<file path="src/sv/i2c_mts_pkg.sv">
// ----------------------------------------------------------------------------
// I2C master transfer sequencer: shared definitions
// Register indexes, status codes, transfer modes and the request, result,
// configuration and state records used across the block.
// ----------------------------------------------------------------------------
package i2c_mts_pkg;

  // Configuration port
  localparam int unsigned CfgIdxW  = 3;
  localparam int unsigned CfgDataW = 16;

  localparam logic [CfgIdxW-1:0] CFG_DEVICE_ADDRESS = 3'd0;
  localparam logic [CfgIdxW-1:0] CFG_TRANSFER_MODE  = 3'd1;
  localparam logic [CfgIdxW-1:0] CFG_TX_BYTE_ZERO   = 3'd2;
  localparam logic [CfgIdxW-1:0] CFG_TX_BYTE_ONE    = 3'd3;
  localparam logic [CfgIdxW-1:0] CFG_TX_BYTE_TWO    = 3'd4;
  localparam logic [CfgIdxW-1:0] CFG_TIMEOUT_ENABLE = 3'd5;
  localparam logic [CfgIdxW-1:0] CFG_TIMEOUT_LIMIT  = 3'd6;

  localparam logic [15:0] TIMEOUT_LIMIT_RESET = 16'd1000;

  // Transfer modes
  localparam logic [1:0] MODE_READ_ONE   = 2'd0;
  localparam logic [1:0] MODE_WRITE_TWO  = 2'd1;
  localparam logic [1:0] MODE_READ_TWO   = 2'd2;
  localparam logic [1:0] MODE_WRITE_THREE = 2'd3;

  // Request operations
  localparam logic OP_STATUS = 1'b0;
  localparam logic OP_BEGIN  = 1'b1;

  // Controller status codes
  localparam logic [7:0] ST_START_SENT   = 8'h08;
  localparam logic [7:0] ST_RESTART_SENT = 8'h10;
  localparam logic [7:0] ST_ADDR_W_ACK   = 8'h18;
  localparam logic [7:0] ST_ADDR_W_NACK  = 8'h20;
  localparam logic [7:0] ST_DATA_W_ACK   = 8'h28;
  localparam logic [7:0] ST_ADDR_R_ACK   = 8'h40;
  localparam logic [7:0] ST_DATA_R_ACK   = 8'h50;
  localparam logic [7:0] ST_DATA_R_NACK  = 8'h58;

  localparam logic [7:0] READ_BIT = 8'h01;
  localparam logic [1:0] INDEX_MAX = 2'd3;

  typedef struct packed {
    logic       operation;
    logic [7:0] status_code;
    logic [7:0] received_byte;
    logic       timeout_flag;
  } req_t;

  typedef struct packed {
    logic       load_data;
    logic [7:0] data_byte;
    logic       set_start;
    logic       set_stop;
    logic       set_ack;
    logic       clear_interrupt;
    logic       clear_timeout;
    logic       transfer_done;
    logic [7:0] first_rx_byte;
    logic [7:0] second_rx_byte;
  } rsp_t;

  typedef struct packed {
    logic [7:0]  device_address;
    logic [1:0]  transfer_mode;
    logic [7:0]  tx_byte_zero;
    logic [7:0]  tx_byte_one;
    logic [7:0]  tx_byte_two;
    logic        timeout_enable;
    logic [15:0] timeout_limit;
  } cfg_t;

  typedef struct packed {
    logic [1:0]  byte_index;
    logic        done_flag;
    logic [15:0] unhandled_count;
    logic [7:0]  first_stored;
    logic [7:0]  second_stored;
  } state_t;

endpackage

</file>
<file path="src/sv/i2c_mts_if.sv">
// ----------------------------------------------------------------------------
// I2C master transfer sequencer: channel interfaces
// Valid/ready channels for the request and result streams.
// ----------------------------------------------------------------------------
interface i2c_mts_req_if;
  logic                valid;
  logic                ready;
  i2c_mts_pkg::req_t   item;

  modport source (output valid, output item, input ready);
  modport sink   (input valid, input item, output ready);
endinterface

interface i2c_mts_rsp_if;
  logic                valid;
  logic                ready;
  i2c_mts_pkg::rsp_t   item;

  modport source (output valid, output item, input ready);
  modport sink   (input valid, input item, output ready);
endinterface

</file>
<file path="src/sv/i2c_mts_cfg_regs.sv">
// ----------------------------------------------------------------------------
// I2C master transfer sequencer: configuration registers
// Holds the transaction set-up written through the plain write port.
// ----------------------------------------------------------------------------
module i2c_mts_cfg_regs (
  input  logic                              clk_i,
  input  logic                              rst_ni,
  input  logic                              cfg_we_i,
  input  logic [i2c_mts_pkg::CfgIdxW-1:0]   cfg_idx_i,
  input  logic [i2c_mts_pkg::CfgDataW-1:0]  cfg_wdata_i,
  output i2c_mts_pkg::cfg_t                 cfg_o
);

  i2c_mts_pkg::cfg_t cfg_q, cfg_d;

  // Merge the write into the addressed field
  always_comb begin
    cfg_d = cfg_q;
    if (cfg_we_i) begin
      case (cfg_idx_i)
        i2c_mts_pkg::CFG_DEVICE_ADDRESS: cfg_d.device_address = cfg_wdata_i[7:0];
        i2c_mts_pkg::CFG_TRANSFER_MODE:  cfg_d.transfer_mode  = cfg_wdata_i[1:0];
        i2c_mts_pkg::CFG_TX_BYTE_ZERO:   cfg_d.tx_byte_zero   = cfg_wdata_i[7:0];
        i2c_mts_pkg::CFG_TX_BYTE_ONE:    cfg_d.tx_byte_one    = cfg_wdata_i[7:0];
        i2c_mts_pkg::CFG_TX_BYTE_TWO:    cfg_d.tx_byte_two    = cfg_wdata_i[7:0];
        i2c_mts_pkg::CFG_TIMEOUT_ENABLE: cfg_d.timeout_enable = cfg_wdata_i[0];
        i2c_mts_pkg::CFG_TIMEOUT_LIMIT:  cfg_d.timeout_limit  = cfg_wdata_i[15:0];
        default: ;
      endcase
    end
  end

  // Hold the registers
  always_ff @(posedge clk_i or negedge rst_ni) begin
    if (!rst_ni) begin
      cfg_q <= '{device_address: 8'h00,
                 transfer_mode:  i2c_mts_pkg::MODE_READ_ONE,
                 tx_byte_zero:   8'h00,
                 tx_byte_one:    8'h00,
                 tx_byte_two:    8'h00,
                 timeout_enable: 1'b0,
                 timeout_limit:  i2c_mts_pkg::TIMEOUT_LIMIT_RESET};
    end else begin
      cfg_q <= cfg_d;
    end
  end

  assign cfg_o = cfg_q;

endmodule

</file>
<file path="src/sv/i2c_mts_decide.sv">
// ----------------------------------------------------------------------------
// I2C master transfer sequencer: step decision
// Maps one request and the current sequencer state to the controller
// commands and the next state.
// ----------------------------------------------------------------------------
module i2c_mts_decide (
  input  i2c_mts_pkg::req_t    req_i,
  input  i2c_mts_pkg::cfg_t    cfg_i,
  input  i2c_mts_pkg::state_t  state_i,
  output i2c_mts_pkg::rsp_t    rsp_o,
  output i2c_mts_pkg::state_t  state_o
);

  logic       rd_mode;
  logic [1:0] end_count;
  logic [7:0] indexed_byte;
  logic [1:0] index_next;
  logic       load;
  logic [7:0] data;
  logic       handled;

  // Mode-dependent terms
  always_comb begin
    rd_mode = (cfg_i.transfer_mode inside {i2c_mts_pkg::MODE_READ_ONE,
                                           i2c_mts_pkg::MODE_READ_TWO});
    case (cfg_i.transfer_mode)
      i2c_mts_pkg::MODE_READ_ONE:    end_count = 2'd1;
      i2c_mts_pkg::MODE_WRITE_TWO:   end_count = 2'd2;
      i2c_mts_pkg::MODE_READ_TWO:    end_count = 2'd1;
      default:                       end_count = 2'd3;
    endcase
    case (state_i.byte_index)
      2'd0:    indexed_byte = cfg_i.tx_byte_zero;
      2'd1:    indexed_byte = cfg_i.tx_byte_one;
      2'd2:    indexed_byte = cfg_i.tx_byte_two;
      default: indexed_byte = 8'h00;
    endcase
    index_next = (state_i.byte_index == i2c_mts_pkg::INDEX_MAX) ?
                 i2c_mts_pkg::INDEX_MAX : state_i.byte_index + 2'd1;
  end

  // Decode the event
  always_comb begin
    state_o = state_i;
    rsp_o   = '0;
    load    = 1'b0;
    data    = 8'h00;
    handled = 1'b1;

    if (req_i.operation == i2c_mts_pkg::OP_BEGIN) begin
      state_o.byte_index      = 2'd0;
      state_o.done_flag       = 1'b0;
      state_o.unhandled_count = 16'd0;
    end else if (req_i.timeout_flag) begin
      rsp_o.clear_timeout = 1'b1;
    end else begin
      case (req_i.status_code)
        i2c_mts_pkg::ST_START_SENT: begin
          load = 1'b1;
          data = cfg_i.device_address;
          rsp_o.clear_interrupt = 1'b1;
        end
        i2c_mts_pkg::ST_ADDR_W_ACK: begin
          load = 1'b1;
          data = indexed_byte;
          state_o.byte_index = index_next;
          rsp_o.clear_interrupt = 1'b1;
        end
        i2c_mts_pkg::ST_ADDR_W_NACK: begin
          rsp_o.set_start       = 1'b1;
          rsp_o.set_stop        = 1'b1;
          rsp_o.clear_interrupt = 1'b1;
        end
        i2c_mts_pkg::ST_DATA_W_ACK: begin
          rsp_o.clear_interrupt = 1'b1;
          if (state_i.byte_index != end_count) begin
            load = 1'b1;
            data = indexed_byte;
            state_o.byte_index = index_next;
          end else if (rd_mode) begin
            rsp_o.set_start = 1'b1;
          end else begin
            rsp_o.set_stop    = 1'b1;
            state_o.done_flag = 1'b1;
          end
        end
        i2c_mts_pkg::ST_RESTART_SENT: begin
          if (rd_mode) begin
            load = 1'b1;
            data = cfg_i.device_address | i2c_mts_pkg::READ_BIT;
            rsp_o.clear_interrupt = 1'b1;
          end else begin
            handled = 1'b0;
          end
        end
        i2c_mts_pkg::ST_ADDR_R_ACK: begin
          if (rd_mode) begin
            rsp_o.clear_interrupt = 1'b1;
            rsp_o.set_ack = (cfg_i.transfer_mode == i2c_mts_pkg::MODE_READ_TWO);
          end else begin
            handled = 1'b0;
          end
        end
        i2c_mts_pkg::ST_DATA_R_ACK: begin
          if (cfg_i.transfer_mode == i2c_mts_pkg::MODE_READ_TWO) begin
            state_o.first_stored  = req_i.received_byte;
            rsp_o.clear_interrupt = 1'b1;
          end else begin
            handled = 1'b0;
          end
        end
        i2c_mts_pkg::ST_DATA_R_NACK: begin
          if (rd_mode) begin
            if (cfg_i.transfer_mode == i2c_mts_pkg::MODE_READ_ONE) begin
              state_o.first_stored = req_i.received_byte;
            end else begin
              state_o.second_stored = req_i.received_byte;
            end
            rsp_o.set_stop        = 1'b1;
            rsp_o.clear_interrupt = 1'b1;
            state_o.done_flag     = 1'b1;
          end else begin
            handled = 1'b0;
          end
        end
        default: handled = 1'b0;
      endcase

      // When timeouts are enabled, count unhandled events and force a stop past the limit
      if (!handled && cfg_i.timeout_enable) begin
        if (state_i.unhandled_count > cfg_i.timeout_limit) begin
          rsp_o.set_stop        = 1'b1;
          rsp_o.clear_interrupt = 1'b1;
          state_o.done_flag     = 1'b1;
        end
        state_o.unhandled_count = state_i.unhandled_count + 16'd1;
      end
    end

    rsp_o.load_data      = load;
    rsp_o.data_byte      = load ? data : 8'h00;
    rsp_o.transfer_done  = state_o.done_flag;
    rsp_o.first_rx_byte  = state_o.first_stored;
    rsp_o.second_rx_byte = state_o.second_stored;
  end

endmodule

</file>
<file path="src/sv/i2c_master_transfer_sequencer_core.sv">
// ----------------------------------------------------------------------------
// I2C master transfer sequencer core
// Turns controller status events into the commands for the next bus step.
// ----------------------------------------------------------------------------
// Usage:
//   req_i carries one request per handshake: a status event from the I2C
//   controller (status code, data register, timeout flag) or a begin that
//   readies a new transaction. rsp_o returns exactly one result per request:
//   the byte to load, the start/stop/ack/interrupt-clear/timeout-clear
//   commands, the done flag and the two stored received bytes.
//   The configuration port writes one register per cycle with cfg_we_i;
//   write it only while no request is in flight.
// Timing:
//   A request is registered on acceptance, decided once the result register
//   is free or draining and its result registered, which raises rsp_o.valid.
//   One request is accepted per cycle unless rsp_o.ready stalls the result;
//   the state update done in the decision cycle is what the following
//   request sees.
// Reset:
//   rst_ni clears the sequencer state and both stages; timeout_limit resets
//   to 1000, every other register to zero.
// Stall:
//   When rsp_o.ready is low the result holds, the request stage holds behind
//   it, and req_i.ready drops once both stages are full.
// ----------------------------------------------------------------------------
module i2c_master_transfer_sequencer_core (
  input  logic                              clk_i,
  input  logic                              rst_ni,
  input  logic                              cfg_we_i,
  input  logic [i2c_mts_pkg::CfgIdxW-1:0]   cfg_idx_i,
  input  logic [i2c_mts_pkg::CfgDataW-1:0]  cfg_wdata_i,
  i2c_mts_req_if.sink                       req_i,
  i2c_mts_rsp_if.source                     rsp_o
);

  i2c_mts_pkg::cfg_t   cfg;
  i2c_mts_pkg::state_t state_q, state_d;
  i2c_mts_pkg::req_t   req_q;
  i2c_mts_pkg::rsp_t   rsp_q, rsp_d;
  logic                req_valid_q;
  logic                rsp_valid_q;
  logic                req_fire;
  logic                step_fire;

  i2c_mts_cfg_regs u_cfg_regs (
    .clk_i      (clk_i),
    .rst_ni     (rst_ni),
    .cfg_we_i   (cfg_we_i),
    .cfg_idx_i  (cfg_idx_i),
    .cfg_wdata_i(cfg_wdata_i),
    .cfg_o      (cfg)
  );

  i2c_mts_decide u_decide (
    .req_i  (req_q),
    .cfg_i  (cfg),
    .state_i(state_q),
    .rsp_o  (rsp_d),
    .state_o(state_d)
  );

  // Advance the request stage when the result register is free or draining
  assign step_fire   = req_valid_q && (!rsp_valid_q || rsp_o.ready);
  assign req_i.ready = !req_valid_q || step_fire;
  assign req_fire    = req_i.valid && req_i.ready;

  // Request stage
  always_ff @(posedge clk_i or negedge rst_ni) begin
    if (!rst_ni) begin
      req_valid_q <= 1'b0;
    end else if (req_i.ready) begin
      req_valid_q <= req_i.valid;
    end
  end

  always_ff @(posedge clk_i) begin
    if (req_fire) begin
      req_q <= req_i.item;
    end
  end

  // Sequencer state, updated as each request is decided
  always_ff @(posedge clk_i or negedge rst_ni) begin
    if (!rst_ni) begin
      state_q <= '0;
    end else if (step_fire) begin
      state_q <= state_d;
    end
  end

  // Result stage
  always_ff @(posedge clk_i or negedge rst_ni) begin
    if (!rst_ni) begin
      rsp_valid_q <= 1'b0;
    end else if (step_fire) begin
      rsp_valid_q <= 1'b1;
    end else if (rsp_o.ready) begin
      rsp_valid_q <= 1'b0;
    end
  end

  always_ff @(posedge clk_i) begin
    if (step_fire) begin
      rsp_q <= rsp_d;
    end
  end

  assign rsp_o.valid = rsp_valid_q;
  assign rsp_o.item  = rsp_q;

`ifndef SYNTH
  // A decided begin leaves the transaction cleared
  assert property (@(posedge clk_i) disable iff (!rst_ni)
    step_fire && req_q.operation == i2c_mts_pkg::OP_BEGIN |=>
      state_q.byte_index == 2'd0 && !state_q.done_flag && state_q.unhandled_count == 16'd0)
    else $error("begin did not clear the sequencer state");

  // A pending bus timeout only clears the flag and leaves the state alone
  assert property (@(posedge clk_i) disable iff (!rst_ni)
    step_fire && req_q.operation == i2c_mts_pkg::OP_STATUS && req_q.timeout_flag |=>
      $stable(state_q) && rsp_q.clear_timeout && !rsp_q.clear_interrupt)
    else $error("timeout event changed the state or issued commands");

  // The byte index only moves forward between begins
  assert property (@(posedge clk_i) disable iff (!rst_ni)
    step_fire && req_q.operation == i2c_mts_pkg::OP_STATUS |=>
      state_q.byte_index >= $past(state_q.byte_index))
    else $error("byte index went backwards");

  // The request side stays open while the result register is empty
  assert property (@(posedge clk_i) disable iff (!rst_ni)
    !rsp_valid_q |-> req_i.ready)
    else $error("request stalled with an empty result register");

  // No byte is presented without a load command
  assert property (@(posedge clk_i) disable iff (!rst_ni)
    rsp_valid_q && !rsp_q.load_data |-> rsp_q.data_byte == 8'h00)
    else $error("data byte set without a load");
`endif

endmodule

</file>
<file path="src/flat_wrapper.sv">
// flat-port wrapper written by rule: the top's interface ports become plain ports
module i2c_master_transfer_sequencer_core_flat 
  (clk_i, rst_ni, cfg_we_i, cfg_idx_i, cfg_wdata_i, req_i_valid, req_i_item, req_i_ready, rsp_o_valid, rsp_o_item, rsp_o_ready);
  i2c_mts_req_if req_i_i ();
  i2c_mts_rsp_if rsp_o_i ();
  input  logic clk_i;
  input  logic rst_ni;
  input  logic cfg_we_i;
  input  logic [i2c_mts_pkg::CfgIdxW-1:0] cfg_idx_i;
  input  logic [i2c_mts_pkg::CfgDataW-1:0] cfg_wdata_i;
  input wire logic [$bits(req_i_i.valid)-1:0] req_i_valid;
  input wire logic [$bits(req_i_i.item)-1:0] req_i_item;
  output wire logic [$bits(req_i_i.ready)-1:0] req_i_ready;
  output wire logic [$bits(rsp_o_i.valid)-1:0] rsp_o_valid;
  output wire logic [$bits(rsp_o_i.item)-1:0] rsp_o_item;
  input wire logic [$bits(rsp_o_i.ready)-1:0] rsp_o_ready;
  assign req_i_i.valid = req_i_valid;
  assign req_i_i.item = req_i_item;
  assign req_i_ready = req_i_i.ready;
  assign rsp_o_valid = rsp_o_i.valid;
  assign rsp_o_item = rsp_o_i.item;
  assign rsp_o_i.ready = rsp_o_ready;
  i2c_master_transfer_sequencer_core u_core (.clk_i(clk_i), .rst_ni(rst_ni), .cfg_we_i(cfg_we_i), .cfg_idx_i(cfg_idx_i), .cfg_wdata_i(cfg_wdata_i), .req_i(req_i_i), .rsp_o(rsp_o_i));
endmodule
</file>
<file path="config.mk">
export PLATFORM = sky130hd
export DESIGN_NAME = i2c_master_transfer_sequencer_core_flat
export DESIGN_NICKNAME = d
export VERILOG_FILES = /design/src/sv/i2c_mts_pkg.sv /design/src/sv/i2c_mts_if.sv /design/src/sv/i2c_mts_cfg_regs.sv /design/src/sv/i2c_mts_decide.sv /design/src/sv/i2c_master_transfer_sequencer_core.sv /design/src/flat_wrapper.sv
export SDC_FILE = /design/constraint.sdc
export NUM_CORES = 1
export LEC_CHECK = 0
export BUFFER_PORTS_ARGS = -buffer_cell sky130_fd_sc_hd__clkbuf_2
export CAP_MARGIN = 0
export CORE_MARGIN = 5
export CORE_UTILIZATION = 28
export CTS_CLUSTER_SIZE = 8
export DETAILED_ROUTE_END_ITERATION = 7
export GPL_ROUTABILITY_DRIVEN = 0
export GPL_TIMING_DRIVEN = 0
export SLEW_MARGIN = 0
export SYNTH_ARGS = -nofsm -noshare
export SYNTH_HDL_FRONTEND = slang
export SYNTH_SLANG_ARGS = --single-unit
</file>
<file path="constraint.sdc">
create_clock -name clk_i -period 3.7 [get_ports clk_i]
set_clock_uncertainty 0.2 [all_clocks]
set_input_delay 0 -clock clk_i [delete_from_list [all_inputs] [get_ports clk_i]]
set_output_delay 0 -clock clk_i [all_outputs]
set_load 0.005 [all_outputs]
</file>
==> metrics, run 1 <==
Syn. warnings=0; Die W=161 µm; FMAX=365 MHz; Worst path max stage delay=0.63 ns; Unique masters post-synth=56; pwr dens=489 nW/µm²; final hold slack=0.0969 ns; CP arrival=2.71 ns; I/O Buffers=72; Max Cap Viol=0; Num CTS Buffers=17; Peak VDD IR=0.000356 V; Die Ht=161 µm; vias per cell=4.73; grt ovf=0; ys async rst share=0.642; IO Count=75; Final Max Slew Viols=0; ANT cells=0; Finish-stage setup viols=0; most frequent cells in the layout=dfrtp_1, mux2_2, clkbuf_2; initial antenna violation count=0; vias=4419; starting density of the core=0.283; largest net degree at the start of global routing=57; Rows=55; WL/cell=15.5 µm; Fillers=2154; Post-synth EDFFs=49; crit-path max FO=4; Final Hold Fails=0; Worst Max-Slew Pin Slew=0.920 ns; post-detailed-route DRC marker count=0; Final min period=2.74 ns; crit path kind=reg -> reg; CTS Root Cell=clkbuf_16; final setup TNS=0 ns; CP top delay family=simple AND/OR/NAND/NOR gates; Synth Flop Type=dfrtp_1; commonest non-fill, non-tap cell in the layout=dfrtp_1; Post-Syn Area=6370 µm²; Cells after Synth=500; P&R area growth vs syn=27.8%; status=completed; TritonCTS Sinks=137; Reg clk slew, reported paths=0.06 ns; TritonCTS clock tree=done; core area=22500 µm²; final period utilization=0.740; fin nets=695; Total GRT Usage=0.115; count of hold-fix buffers inserted at cts=44; Max Buffers Root-to-Sink=2; CP cell instances=ha_1 > nand4_1 > or4_1 > o21a_1 > and3_1 > o31a_1; share of cells above drive strength 1=0.320; DP HPWL=10000 µm; first-pass GRT wire length=23600 µm; CP max stage cell=or4_1; Seq/Total Area, Yosys=0.578; Resized cells post-CTS=0; unrepaired setup endpoints after global routing=false; dpl ws=0.955 ns; vias in the first global route=4420; Rel. slew slack=0.387; Yosys reg bits=137; Pre-Repair DR Iteration Count=4; CTS H-tree lvls=4; CP Capture Type=register; die area=25900 µm²; setup bufs post-CTS=0; Critical Path RT=3.67 ns; initial drt markers=220; Worst Hold Class=in -> reg; Avg Inst Size Synth=12.7 µm²; leak pwr=3.48 nW; Antenna Nets Post-Route=0; syn_nets=559; Clk Latency, worst-skew pair=0.42 ns; fin worst setup slack=0.961 ns; crit path buf inv count=0; WL final=14500 µm; Critical Path Start Type=register
-- state kept, by name (all words and copies together) (netlist names) --
| register | flops |
|---|---|
| u_core.req_valid_q | 1 |
| u_core.rsp_o.valid | 1 |
| u_core.u_cfg_regs.cfg_o | 51 |
| u_core.req_q | 18 |
| u_core.state_q | 35 |
| u_core.rsp_o.item | 31 |
-- logic make-up after synthesis --
kind of cell,after synthesis,share of synthesized area
buffers and inverters,35,0.0232
adder cells (fa/ha/maj),17,0.0334
AND/OR/NAND/NOR,144,0.127
multiplexers,92,0.161
XOR/XNOR,2,0.00275
AO/OA/AOI/OAI,73,0.0748
flip-flops,137,0.578
-- worst paths after layout --
| check | cells after the start | slack [ns] | from | end |
|---|---|---|---|---|
| setup reg to reg | 6 | 0.96 | u_core.state_q[30] | u_core.rsp_o.item[20] |
| hold / removal | 2 | 0.1 | req_i_item[9] | u_core.req_q[9] |
| max in group asynchronous | 4 | 2.42 | rst_ni | u_core.u_cfg_regs.cfg_o[3] |
| setup / recovery | 6 | 0.96 | u_core.state_q[30] | u_core.rsp_o.item[20] |
| min in group asynchronous | 3 | 0.53 | rst_ni | u_core.u_cfg_regs.cfg_o[8] |
| hold reg to reg | 1 | 0.28 | u_core.state_q[3] | u_core.state_q[3] |
-- metal layers --
metal,GRT usage,wire length [µm]
met4,0.0299,120
met2,0.178,6640
met3,0.0308,712
met1,0.160,7030
met5,0,0
-- Yosys cell counts, types with 5 or more instances --
library cell	instances	area, µm²
and2_1	5	31.3
o211ai_1	10	75.1
o21ai_0	14	70.1
edfxtp_1	49	1470
nand3_1	16	80.1
clkbuf_1	6	22.5
dfrtp_1	82	2050
nor2_1	21	78.8
mux2i_1	9	90.1
and3_1	10	62.6
mux2_2	79	890
ha_1	17	213
a21oi_1	14	70.1
nand4_1	7	43.8
a22oi_1	10	75.1
nand2_1	38	143
dfstp_2	6	158
or4_1	10	75.1
inv_1	19	71.3
nor2b_1	8	50.1
-- metrics by stage --
stage | util | area (µm²) | std cells | power [mW]
floorplan | - | 6370 | 500 | 2.15
global placement | 0.315 | 7090 | 857 | 2.29
detailed placement | 0.316 | 7120 | 858 | 2.31
CTS | 0.362 | 8140 | 934 | 4.03
global route | 0.362 | 8140 | 934 | 4.18
finish | 0.362 | 8140 | 934 | 3.98
-- area by class of cell --
class                   instances  area (µm²)  share of cell area
clock inverters                13         141              0.0174
clock buffers                  19         433              0.0532
plain buffers                  14        68.8             0.00845
multi-input cells             328        2540               0.312
flip-flops and latches        137        3680               0.452
well taps                     285         357              0.0438
repair buffers                117         841               0.103
inverters                      21        78.8             0.00968
-- power breakdown --
group / switching, mW / internal [mW]
logic: 0.233 / 0.237
registers: 0.0922 / 1.76
clock network: 0.663 / 1.00
total: 0.988 / 3.00
Note: power is estimated with default switching activity, not from simulation.
==> run 2, diff against run 1 <==
Clock period 3.7 ns to 2.65 ns, I/O delays scaled along.
==> run 2 against run 1 <==
Compared with the run above:
- the flow now finishes with violations (negative setup slack)
- core utilization is 0.43 points higher
- register-to-register slack worse by 0.96 ns
- flip-flop and latch count stayed put
- cell count up 0.21%
- die area unchanged
- critical path depth is 1 higher
- first-iteration DRC count is 15% lower
- non-clock buffer count is 2 higher
- clock-buffer cell count unchanged
- global-route usage barely moved
- routed wire length rose by 0.82%
- largest power group unchanged
- highest routed layer unchanged
==> metrics, run 2 (synthesis results as in run 1) <==
status=finished, violations left; failing checks=negative setup slack; Rel. slew slack=0.381; first-pass GRT wire length=23700 µm; commonest non-fill, non-tap cell in the layout=dfrtp_1; Final min period=2.65 ns; pwr dens=679 nW/µm²; IO Count=75; die area=25900 µm²; I/O Buffers=72; CP arrival=2.62 ns; FF/Latch Area=3680 µm²; FF-to-FF Start=u_core.u_cfg_regs.cfg_o[9]; Rows=55; fin nets=697; Die Ht=161 µm; hold endpoint=u_core.req_q[9]; Num CTS Buffers=17; ANT cells=0; TritonCTS Sinks=137; final period utilization=1.00; Fillers=2147; largest net degree at the start of global routing=57; final setup TNS=-0.00187 ns; HP Start=req_i_item[9]; leak pwr=3.50 nW; Reg clk slew, reported paths=0.06 ns; fin worst setup slack=-0.00187 ns; Total GRT Usage=0.115; starting density of the core=0.283; Max Cap Viol=0; Worst Max-Slew Pin Slew=0.928 ns; initial antenna violation count=0; core area=22500 µm²; Critical Path RT=2.62 ns; Largest register FFs=51; Worst Hold Class=in -> reg; worst setup path startpoint=u_core.u_cfg_regs.cfg_o[9]; grt ovf=0; crit-path max FO=3; CP Capture Type=register; CTS H-tree lvls=4; vias per cell=4.75; vias=4444; dpl ws=-0.0953 ns; Max Buffers Root-to-Sink=2; initial drt markers=188; Critical Path Start Type=register; Pre-Repair DR Iteration Count=4; Final Max Slew Viols=0; Antenna Nets Post-Route=0; DP HPWL=10000 µm; Reg2Reg Setup Slack=-0.002 ns; unrepaired setup endpoints after global routing=true; Peak VDD IR=0.000489 V; P&R area growth vs syn=29.3%; TritonCTS clock tree=done; Clk Latency, worst-skew pair=0.42 ns; vias in the first global route=4452; Final Hold Fails=0; crit path kind=reg -> reg; worst r2r path cells=7; share of cells above drive strength 1=0.339; area of the multi-input gates=2610 µm²; Finish-stage setup viols=1; post-detailed-route DRC marker count=0; reg-to-reg endpoint=u_core.rsp_o.item[20]; WL/cell=15.6 µm; CTS Root Cell=clkbuf_16; most frequent cells in the layout=dfrtp_1, mux2_2, clkbuf_2; Die W=161 µm; FMAX=377 MHz; worst hold stages=2; WL final=14600 µm
## run 2: area by class of cell
cell class,count,area share
clock inverters,13,0.0172
repair buffers,119,0.105
well taps,285,0.0433
flip-flops and latches,137,0.447
plain buffers,14,0.00835
multi-input cells,328,0.316
clock buffers,19,0.0525
inverters,21,0.0102
## run 2: power by group
group          leakage (nW)  total [mW]  switching, mW  internal [mW]
registers              1.59        2.59          0.132           2.45
clock network         0.288        2.33          0.929           1.40
logic                  1.62       0.682          0.337          0.345
total                  3.50        5.59           1.40           4.20
## run 2: worst max-delay path by stage
stage                                        to  slack, ns  depth (start not counted)
after floorplan           u_core.rsp_o.item[20]       0.17                          7
after global placement       u_core.state_q[19]       -0.1                          7
after detailed placement     u_core.state_q[24]       -0.1                          7
after CTS                 u_core.rsp_o.item[14]     -0.004                          4
after global routing      u_core.rsp_o.item[20]      -0.06                          7
final                     u_core.rsp_o.item[20]     -0.002                          7
## run 2: what timing repair did
item	CTS	global route
buffers inserted	0	2
hold buffers	44	0
setup endpoints to repair	27	27
pin swaps	3	8
resized for setup	4	11
endpoints found under the hold margin	155	0
## run 2: critical path, cell delays in order (launching register included)
cell and delay, ns:
dfstp_2 0.54, inv_2 0.05, ha_4 0.25, nand4_1 0.13, or4_4 0.53, o21a_4 0.24, and3_4 0.17, o31a_1 0.29
## run 2: per-stage QoR
step | hold WS (ns) | power [mW] | area, µm² | std cells | util
after floorplan | -0.496 | 3.00 | 6370 | 500 | -
after global placement | -0.0208 | 3.20 | 7090 | 857 | 0.315
after detailed placement | -0.164 | 3.23 | 7120 | 858 | 0.316
after CTS | 0.0857 | 5.64 | 8170 | 934 | 0.363
after global routing | 0.0765 | 5.86 | 8240 | 936 | 0.366
final | 0.0965 | 5.59 | 8240 | 936 | 0.366
## run 2: layer usage
layer | track usage | up-vias | wire (µm)
met3 | 0.0308 | 11 | 689
met4 | 0.0299 | 0 | 126
li1 | - | 2142 | -
met1 | 0.160 | 2201 | 7050
met5 | 0 | - | 0
met2 | 0.178 | 90 | 6750
